==> src/design/plc_pkg.sv <==
package plc_pkg;

    localparam int NumFrames = 64;
    localparam int FrameW    = $clog2(NumFrames);
    localparam int LinkW     = FrameW + 1;
    localparam int TagW      = 36;
    localparam int PinW      = 8;
    localparam int CntW      = 32;
    localparam int OffW      = 49;
    localparam int SpanW     = 21;
    localparam int BaseW     = 48;
    localparam int CfgAddrW  = 5;
    localparam int CfgDataW  = 64;

    localparam logic [LinkW-1:0] LinkNone = LinkW'(NumFrames);
    localparam logic [PinW-1:0]  PinMax   = {PinW{1'b1}};

    localparam logic [1:0] RegBase   = 2'd0;
    localparam logic [1:0] RegLength = 2'd1;
    localparam logic [1:0] RegShift  = 2'd2;
    localparam logic [1:0] RegFrames = 2'd3;

    localparam logic [2:0] StHit       = 3'd0;
    localparam logic [2:0] StMiss      = 3'd1;
    localparam logic [2:0] StBad       = 3'd2;
    localparam logic [2:0] StAllPinned = 3'd3;
    localparam logic [2:0] StFetchFail = 3'd4;
    localparam logic [2:0] StPinFull   = 3'd5;
    localparam logic [2:0] StUnpinned  = 3'd6;
    localparam logic [2:0] StIgnored   = 3'd7;

    localparam logic CmdPin   = 1'b0;
    localparam logic CmdUnpin = 1'b1;

    typedef struct packed {
        logic [PinW-1:0]  pin;
        logic [LinkW-1:0] prev;
        logic [LinkW-1:0] next;
    } t_entry;

    typedef struct packed {
        logic              en;
        logic [FrameW-1:0] addr;
        logic              we_pin;
        logic              we_prev;
        logic              we_next;
        t_entry            data;
    } t_mem_wr;

    typedef struct packed {
        logic              clr;
        logic              wr;
        logic              inv;
        logic [FrameW-1:0] idx;
        logic [TagW-1:0]   tag;
    } t_cam_req;

    typedef struct packed {
        logic [BaseW-1:0] base;
        logic [OffW-1:0]  length;
        logic [4:0]       shift;
        logic [6:0]       frames;
        logic             reinit;
    } t_cfg;

endpackage

==> src/design/plc_cfg.sv <==
module plc_cfg (
    input  logic                          i_clk,
    input  logic                          i_rst_n,
    input  logic                          psel,
    input  logic                          penable,
    input  logic                          pwrite,
    input  logic [plc_pkg::CfgAddrW-1:0]  paddr,
    input  logic [plc_pkg::CfgDataW-1:0]  pwdata,
    output logic [plc_pkg::CfgDataW-1:0]  prdata,
    output logic                          pready,
    output plc_pkg::t_cfg                 o_cfg
);

    logic [plc_pkg::BaseW-1:0] r_base;
    logic [plc_pkg::OffW-1:0]  r_length;
    logic [4:0]                r_shift;
    logic [6:0]                r_frames;
    logic                      r_reinit;
    logic                      w_wr;
    logic [1:0]                w_idx;

    assign pready = 1'b1;
    assign w_wr   = psel & penable & pwrite;
    assign w_idx  = paddr[4:3];

    always_ff @(posedge i_clk) begin
        if (!i_rst_n) begin
            r_base   <= '0;
            r_length <= '0;
            r_shift  <= 5'd16;
            r_frames <= 7'(plc_pkg::NumFrames);
            r_reinit <= 1'b0;
        end else begin
            r_reinit <= 1'b0;
            if (w_wr) begin
                case (w_idx)
                    plc_pkg::RegBase:   r_base   <= pwdata[plc_pkg::BaseW-1:0];
                    plc_pkg::RegLength: r_length <= pwdata[plc_pkg::OffW-1:0];
                    plc_pkg::RegShift:  r_shift  <= pwdata[4:0];
                    plc_pkg::RegFrames: begin
                        r_frames <= pwdata[6:0];
                        r_reinit <= 1'b1;
                    end
                    default: ;
                endcase
            end
        end
    end

    always_comb begin
        case (w_idx)
            plc_pkg::RegBase:   prdata = plc_pkg::CfgDataW'(r_base);
            plc_pkg::RegLength: prdata = plc_pkg::CfgDataW'(r_length);
            plc_pkg::RegShift:  prdata = plc_pkg::CfgDataW'(r_shift);
            plc_pkg::RegFrames: prdata = plc_pkg::CfgDataW'(r_frames);
            default:            prdata = '0;
        endcase
    end

    assign o_cfg.base   = r_base;
    assign o_cfg.length = r_length;
    assign o_cfg.shift  = r_shift;
    assign o_cfg.frames = r_frames;
    assign o_cfg.reinit = r_reinit;

endmodule

==> config.mk <==
export PLATFORM = sky130hd
export DESIGN_NAME = plc_cfg
export DESIGN_NICKNAME = d
export VERILOG_FILES = /design/src/design/plc_pkg.sv /design/src/design/plc_cfg.sv
export SDC_FILE = /design/constraint.sdc
export NUM_CORES = 1
export LEC_CHECK = 0
export ABC_AREA = 1
export BUFFER_PORTS_ARGS = -buffer_cell sky130_fd_sc_hd__buf_2
export CORE_MARGIN = 5
export CORE_UTILIZATION = 50
export DETAILED_ROUTE_END_ITERATION = 10
export GPL_ROUTABILITY_DRIVEN = 0
export GPL_TIMING_DRIVEN = 0
export PLACE_DENSITY = 0.82
export REMOVE_ABC_BUFFERS = 1
export SYNTH_ARGS = -nofsm -noshare
export SYNTH_HDL_FRONTEND = slang
export SYNTH_SLANG_ARGS = --single-unit
==> constraint.sdc <==
create_clock -name i_clk -period 1.8 [get_ports i_clk]
set_input_delay 0.09 -clock i_clk [delete_from_list [all_inputs] [get_ports i_clk]]
set_output_delay 0.09 -clock i_clk [all_outputs]
set_load 0.005 [all_outputs]
==> out/qor.txt <==
Status = finished clean
Largest net degree at the start of global routing = 62
CTS H-Tree Depth = 3
Top Ports = 249
Hold WS = 0.05504 ns
P per Cell Area = 686.6 nW/um2
Worst R2R End = r_shift[2]
Number of antenna violations at the first check in global routing = 0
Die X = 111.7 um
Area after DPL = 6290 um2
Via-to-Cell Ratio = 4.945
Syn_area_per_cell = 6.777 um2
Tot Pwr = 4.452 mW
# rows = 37
Fmax = 0.5909 GHz
Hold path depth = 5
Final setup fails = 0
Synth top cells by count = nor2_1, nand2_1, nand3_1, dfxtp_1, inv_1
Root Buffer = clkbuf_8
P&R area growth vs syn = 25.38%
Vias post-DR = 5351
Synth Instances = 763
Layout cells sized above 1 = 25.90%
Final wirelength = 14400 um
Post-DP HPWL = 10370 um
EDFF count, synth = 0
Max-slew violation count = 0
Crit start category = primary input
Max cap viols = 0
DRT Pass-1 Iters = 5
Vias in the first global route = 4923
Design area = 6484 um2
Ys Warns = 0
CTS tree = yes
Crit path from = paddr[4]
Critical Path RT = 1.71 ns
Synth area leaders = dfxtp_1, nor2_1, nand3_1
Endpoints failing hold = 0
Leading area contributor after synthesis = dfxtp_1
Net count, final = 1016
DR WL/cell = 13.31 um
Reg2reg path depth = 2
Worst Tran Pin Value = 0.9844 ns
Setup CP Type = in -> out
Pre-CTS setup slack = 0.1381 ns
DRC viols = 0
Number of port buffers = 214
WP data arrival = 1.60 ns
R2r startpoint = r_shift[2]
Yosys reg bits = 110
Iter 0 DRT Violations = 319
Crit path capture = prdata[13]
Worst reg-to-reg setup slack = 1.17 ns
Post-CTS sizing = 0
Max Root-Sink Buffers = 2
Maximum vdd ir drop = 475.0 uV
Synth unique cells = 17
Clock skew = 0 ns
Type of the worst min-delay path = in -> reg
Yosys top cell area share = 42.58%
Slew margin rel. = 34.22%
Async S/R FF share, synth = 0%
Worst skew pair latency = 0.34 ns
Leak pwr = 3.415 nW
Post-route ant nets = 0
First-pass GRT wire length = 23830 um
Crit path max fanout = 37
Worst-path clk slew = 0.11 ns
Initial Util = 50.77%
Remaining Overflow, GRT = 0
CTS Buf Count = 9
CP Capture Type = primary output
Period utilization = 94.02%
Clock Sinks = 110
Setup Fix Bufs, Post-CTS = 0
Diodes inserted = 0
GRT Overall Usage = 22.48%
RSZ-0062 raised after global routing = false
Crit path time final = 1.692 ns
Post-Syn Area = 5171 um2
Main synth FF type = dfxtp_1
Most frequent cell after synthesis = nor2_1
Die Area = 12480 um2
Min setup slack post-route = 0.1077 ns
Die Y = 111.7 um
Seq/Total Area, Yosys = 42.58%
CORE AREA = 10180 um2
==> how the worst min path moves through the flow <==
stage	from	to	slack (ns)
6_report	pwdata[33]	r_length[33]	0.06
3_3_place_gp	pwdata[6]	r_frames[6]	0.32
4_1_cts	pwdata[42]	r_base[42]	0.04
3_5_place_dp	pwdata[6]	r_frames[6]	0.32
5_1_grt	pwdata[24]	r_base[24]	0.07
2_1_floorplan	i_rst_n	r_frames[6]	0.17
==> flip-flops by register name, indices dropped and copies added (netlist names) <==
register,flops
r_length,49
r_base,48
r_frames,7
r_shift,5
r_reinit,1
==> final cells by class <==
cell class | count | area [um2]
Fill cell | 987 | 3701
Multi-Input combinational cell | 541 | 2427
Sequential cell | 110 | 2202
Timing Repair Buffer | 225 | 1304
Inverter | 55 | 206.4
Tap cell | 136 | 170.2
Clock buffer | 11 | 141.4
Clock inverter | 4 | 32.53
==> worst max-delay path, cell delays in order <==
cell,delay [ns]
buf_2,0.15
nor2_4,0.78
buf_12,0.28
a22o_1,0.17
buf_2,0.11
==> cells in the final DEF, fill, tap and decap left out <==
cell / n
nor2_1: 219
buf_2: 213
nand2_1: 142
nand3_1: 112
dfxtp_1: 110
inv_1: 52
a22o_1: 41
conb_1: 16
clkbuf_8: 10
nor2_4: 5
nand4_1: 5
buf_12: 5
buf_16: 4
inv_2: 3
clkinvlp_4: 2
dlygate4sd3_1: 2
o21ai_0: 1
inv_6: 1
clkinv_4: 1
clkbuf_1: 1
buf_4: 1
==> power by group <==
group          leakage (nW)  switching, mW  internal [mW]
clock network        0.0820          0.812          0.544
logic                  2.44          0.343          0.226
registers             0.890         0.0424           2.49
total                  3.42           1.20           3.26
==> cell families (layout without fill, tap and decap cells) <==
group,Yosys count,after routing,synth area share (%)
simple gates,483,483,38.30
buf+inv,126,295,11.93
flops,110,110,42.58
compound gates,42,42,7.041
other cells,2,16,0.1452
==> per-stage QoR <==
stage	util, %	cells	TNS, ns
floorplan	-	706	-100.56
global placement	59.45	1056	-295.34
detailed placement	61.76	1065	0
CTS	63.66	1082	0
global route	63.66	1082	0
finish	63.66	1082	0
==> routing by layer <==
metal	vias up	share of wire (%)	GRT usage [%]
li1	2726	-	-
met1	2428	43	28.84
met2	186	49	38.33
met3	11	7.6	5.163
met4	0	0.97	5.515
met5	-	0	0
==> what timing repair did <==
action	4_1_cts	5_1_grt
setup endpoints to repair	0	0
hold endpoints to repair	2	0
hold buffers	2	0
Note: power is estimated with default switching activity, not from simulation.
