--- config.mk ---
export PLATFORM = sky130hd
export DESIGN_NAME = plc_cam
export DESIGN_NICKNAME = d
export VERILOG_FILES = /design/src/design/plc_pkg.sv /design/src/design/plc_cam.sv
export SDC_FILE = /design/constraint.sdc
export NUM_CORES = 2
export LEC_CHECK = 0
export ABC_AREA = 0
export ABC_CLOCK_PERIOD_IN_PS = 4000
export BUFFER_PORTS_ARGS = -buffer_cell sky130_fd_sc_hd__buf_2
export CAP_MARGIN = 10
export CORE_AREA = 2 2 383 537
export DETAILED_ROUTE_END_ITERATION = 10
export DIE_AREA = 0 0 385 539
export PLACE_DENSITY = 0.65
export SYNTH_ARGS = -nofsm -noshare
export SYNTH_HDL_FRONTEND = slang
export SYNTH_SLANG_ARGS = --single-unit
export TNS_END_PERCENT = 1
--- constraint.sdc ---
create_clock -name i_clk -period 4 [get_ports i_clk]
set_input_delay 1 -clock i_clk [delete_from_list [all_inputs] [get_ports i_clk]]
set_output_delay 1 -clock i_clk [all_outputs]
set_load 0.05 [all_outputs]
--- src/design/plc_pkg.sv ---
package plc_pkg;

    localparam int NumFrames = 64;
    localparam int FrameW    = $clog2(NumFrames);
    localparam int LinkW     = FrameW + 1;
    localparam int TagW      = 36;
    localparam int PinW      = 8;
    localparam int CntW      = 32;
    localparam int OffW      = 49;
    localparam int SpanW     = 21;
    localparam int BaseW     = 48;
    localparam int CfgAddrW  = 5;
    localparam int CfgDataW  = 64;

    localparam logic [LinkW-1:0] LinkNone = LinkW'(NumFrames);
    localparam logic [PinW-1:0]  PinMax   = {PinW{1'b1}};

    localparam logic [1:0] RegBase   = 2'd0;
    localparam logic [1:0] RegLength = 2'd1;
    localparam logic [1:0] RegShift  = 2'd2;
    localparam logic [1:0] RegFrames = 2'd3;

    localparam logic [2:0] StHit       = 3'd0;
    localparam logic [2:0] StMiss      = 3'd1;
    localparam logic [2:0] StBad       = 3'd2;
    localparam logic [2:0] StAllPinned = 3'd3;
    localparam logic [2:0] StFetchFail = 3'd4;
    localparam logic [2:0] StPinFull   = 3'd5;
    localparam logic [2:0] StUnpinned  = 3'd6;
    localparam logic [2:0] StIgnored   = 3'd7;

    localparam logic CmdPin   = 1'b0;
    localparam logic CmdUnpin = 1'b1;

    typedef struct packed {
        logic [PinW-1:0]  pin;
        logic [LinkW-1:0] prev;
        logic [LinkW-1:0] next;
    } t_entry;

    typedef struct packed {
        logic              en;
        logic [FrameW-1:0] addr;
        logic              we_pin;
        logic              we_prev;
        logic              we_next;
        t_entry            data;
    } t_mem_wr;

    typedef struct packed {
        logic              clr;
        logic              wr;
        logic              inv;
        logic [FrameW-1:0] idx;
        logic [TagW-1:0]   tag;
    } t_cam_req;

    typedef struct packed {
        logic [BaseW-1:0] base;
        logic [OffW-1:0]  length;
        logic [4:0]       shift;
        logic [6:0]       frames;
        logic             reinit;
    } t_cfg;

endpackage

--- src/design/plc_cam.sv ---
module plc_cam (
    input  logic                                i_clk,
    input  logic                                i_rst_n,
    input  plc_pkg::t_cam_req                   i_req,
    input  logic                                i_cmp_en,
    input  logic [plc_pkg::TagW-1:0]            i_cmp_tag,
    output logic [plc_pkg::NumFrames-1:0]       o_valid,
    output logic                                o_hit,
    output logic [plc_pkg::FrameW-1:0]          o_hit_idx
);

    logic [plc_pkg::TagW-1:0]      r_tag [plc_pkg::NumFrames];
    logic [plc_pkg::NumFrames-1:0] r_valid;
    logic [plc_pkg::NumFrames-1:0] r_hitv;

    always_ff @(posedge i_clk) begin
        if (!i_rst_n || i_req.clr) begin
            r_valid <= '0;
        end else if (i_req.wr) begin
            r_valid[i_req.idx] <= 1'b1;
        end else if (i_req.inv) begin
            r_valid[i_req.idx] <= 1'b0;
        end
    end

    always_ff @(posedge i_clk) begin
        if (i_req.wr) begin
            r_tag[i_req.idx] <= i_req.tag;
        end
    end

    // parallel compare, registered
    always_ff @(posedge i_clk) begin
        if (i_cmp_en) begin
            for (int i = 0; i < plc_pkg::NumFrames; i++) begin
                r_hitv[i] <= r_valid[i] & (r_tag[i] == i_cmp_tag);
            end
        end
    end

    // lowest matching frame wins
    always_comb begin
        o_hit     = |r_hitv;
        o_hit_idx = '0;
        for (int i = plc_pkg::NumFrames - 1; i >= 0; i--) begin
            if (r_hitv[i]) begin
                o_hit_idx = plc_pkg::FrameW'(i);
            end
        end
    end

    assign o_valid = r_valid;

endmodule

==> impl_metrics.env <==
export IMPL_core_mm2=0.2028
export IMPL_relSlewSlack_pct=20.28
export IMPL_initial_core_util_pct=49.82
export IMPL_ir_worst_vdd_mv=0.3478
export IMPL_combPwrFrac_pct=7.9
export IMPL_place_ws_ps=-281.5
export IMPL_grt_max_degree=65
export IMPL_drt_iter0_markers=10630
export IMPL_routed_via_count=62550
export IMPL_critPathMaxFanout=4
export IMPL_fmax_mhz=246.5
export IMPL_rsz0062_at_grt="true"
export IMPL_p_int_mw=40.48
export IMPL_p_sw_share_pct=23.79
export IMPL_finalCriticalPeriod_ps=4057
export IMPL_fill_cells=15620
export IMPL_routed_top_layer="met5"
export IMPL_synth_nets=6371
export IMPL_tightest_slew_ps=1185
export IMPL_async_reset_ff_share_pct=0
export IMPL_grt_pass1_wl_mm=504.6
export IMPL_p_total_mw=53.12
export IMPL_routedWlPerCell_um=38.91
export IMPL_first_global_vias=59920
export IMPL_whs_ps=481.7
export IMPL_cp_end_kind="output pin"
export IMPL_postPlaceCellArea_mm2=0.1089
export IMPL_ys_ff_latch=2432
export IMPL_path_clk_slew_ps=70
export IMPL_io_pins=155
export IMPL_grt_overflow=0
export IMPL_power_density_mw_per_mm2=457.1
export IMPL_antenna_left=0
export IMPL_gp_congestion=0.9296
export IMPL_path_buf_inv=2
export IMPL_synth_edf_count=2368
export IMPL_crit_family="compound AO/OA/AOI/OAI gates"
export IMPL_syn_avg_cell_area_um2=16.07
export IMPL_hold_violations=0
export IMPL_slew_violations=0
export IMPL_numCtsBuffers=225
export IMPL_slowest_stage="nor4_1"
export IMPL_clockBufferDepth=4
export IMPL_cp_arrival_ps=3060
export IMPL_setup_viol=2
export IMPL_drc=0
export IMPL_crit_type="reg -> out"
export IMPL_skew_ps=61.51
export IMPL_die_y_um=539
export IMPL_pwr_share_seq_pct=53.2
export IMPL_cts_tree="yes"
export IMPL_synth_ff_type="edfxtp_1"
export IMPL_track_usage_pct=36.07
export IMPL_nNetsFinal=6959
export IMPL_fin_area_mm2=0.1162
export IMPL_die_w_um=385
export IMPL_outcome="finished with violations"
export IMPL_finalCritPeriodShare_pct=101.4
export IMPL_num_rows=196
export IMPL_hold_path_class="in -> reg"
export IMPL_die_area_mm2=0.2075
export IMPL_clockRootBuffer="clkbuf_16"
export IMPL_wl_met1_mm=129.9
export IMPL_drv_cap=0
export IMPL_clkPwrFrac_pct=39.0
export IMPL_antenna_found_initial=56
export IMPL_area_growth_pct=15.02
export IMPL_routed_wl_met3_mm=44.66
export IMPL_wl_met2_mm=178.2
export IMPL_cts_htree_levels=4
export IMPL_synth_cells=6287
export IMPL_vias_per_cell=6.424
export IMPL_dr_pass1_iters=7
export IMPL_setup_slack_ps=-57.21
export IMPL_worst_path_largest_cell_delay_ps=430
export IMPL_clk_latency_ps=920
export IMPL_ys_warn_count=0
export IMPL_dp_hpwl_mm=224.5
export IMPL_port_buffers=154
export IMPL_drive_gt1_share_pct=14.19
export IMPL_p_leak_nw=37.32
export IMPL_finalWirelength_mm=378.9
export IMPL_crit_required_ps=3000
export IMPL_ff2ff_setup_slack_ps=1380
export IMPL_p_switching_mw=12.64
export IMPL_cp_cell_sequence="buf_4, nor4_1, o21ai_0, a21boi_1, o211ai_1, a21boi_2, buf_6"
export IMPL_cts_sinks=2432
export IMPL_seq_area_frac_synth_pct=71.65
export IMPL_startpoint_type="register"
export IMPL_ys_types=57
export IMPL_synth_area_mm2=0.1010
export IMPL_violations="setup timing"
-- worst paths after layout --
kind | startpoint | end | cells past startpoint
worst max-delay path | r_hitv[26] | o_hit_idx[2] | 7
worst min-delay path | i_cmp_en | r_hitv[3] | 1
worst max register to register | r_tag[42][10] | r_hitv[42] | 5
worst min register to register | register | register | 2
-- per-stage QoR --
step           instances  utilization [%]  TNS, ps
2_1_floorplan       6287                -        0
3_3_place_gp        9295            53.65    -2420
3_5_place_dp        9299            53.68   -528.5
4_1_cts             9719            57.24   -92.27
5_1_grt             9723            57.28   -315.5
6_report            9737            57.30   -67.61
-- logic make-up after synthesis --
logic type             count (synthesis)  synth area share [%]
AND/OR/NAND/NOR                      967                 5.658
AO/OA/AOI/OAI                        266                 1.642
XOR/XNOR                            2217                 19.22
flip-flops                          2432                 71.65
buffers and inverters                405                 1.834
-- cell type report --
cell class | count | area (µm²) | area share [%]
inverters | 130 | 488.0 | 0.4199
multi-input cells | 3450 | 27150 | 23.36
repair buffers | 636 | 6006 | 5.168
clock inverters | 110 | 769.5 | 0.6622
well taps | 2673 | 3344 | 2.878
diodes | 15 | 37.54 | 0.03230
flip-flops and latches | 2432 | 72390 | 62.29
clock buffers | 291 | 6023 | 5.183
-- metal layers --
layer	track usage [%]	vias to the layer above
li1	-	24360
met4	21.24	24
met5	0	-
met3	6.796	1086
met2	57.68	4950
met1	45.84	32120
-- power by group through the flow --
stage	registers [mW]	logic, mW	clock network [mW]
final	28.2	4.18	20.7
after global routing	28.2	4.19	21.6
after CTS	28.2	4.07	20.7
after detailed placement	28.8	4.02	0
after global placement	28.8	3.99	0
after floorplan	28.8	1.70	0
-- worst register-to-register path, delay by kind of cell (launching register included) --
kind                      cells  cell delay [ps]
DFF                           1              380
xor gates and xnor gates      1              170
and+or+nand+nor               4             1720
-- synthesized netlist by cell type (all sizes together), types with 29 or more instances --
master	number	area share (%)
o21ai	79	0.39
xnor2	1339	12
xor2	878	7.6
nand2	82	0.30
inv	130	0.48
a21oi	80	0.40
dfxtp	64	1.3
o22ai	29	0.18
clkbuf	30	0.11
buf	245	1.2
nor3	55	0.27
nand4	413	2.6
nor4	318	2.0
edfxtp	2368	70
nor2	32	0.12
-- cells in the final DEF, fill, tap and decap left out, drive strengths merged, types with 7 or more instances in the layout --
cell type,netlist,final
bufinv,0,9
nor2,32,32
xor2,878,878
nand2,82,82
nor4,318,318
o2bb2ai,7,7
a222oi,16,16
buf,245,636
xnor2,1339,1339
nand3,15,15
o21ai,79,79
inv,130,133
o22ai,29,29
a21oi,80,80
nor3,55,55
a221oi,8,8
nor2b,8,8
dfxtp,64,64
clkbuf,30,291
clkinv,0,96
nand2b,10,10
nand4,413,413
o2111ai,14,14
or4,9,9
edfxtp,2368,2368
diode,0,15
-- registers in the layout, indices dropped and copies added (netlist names), named ones only --
register and cells:
r_hitv 64, r_tag 2304
-- repair_timing --
| item | in CTS | in global routing |
|---|---|---|
| buffers inserted | 19 | 2 |
| endpoints found under the setup margin | 7 | 7 |
| resized for setup | 51 | 13 |
| hold buffers | 0 | 0 |
| pin swaps | 11 | 4 |
Power figures use the tool's default switching activity.
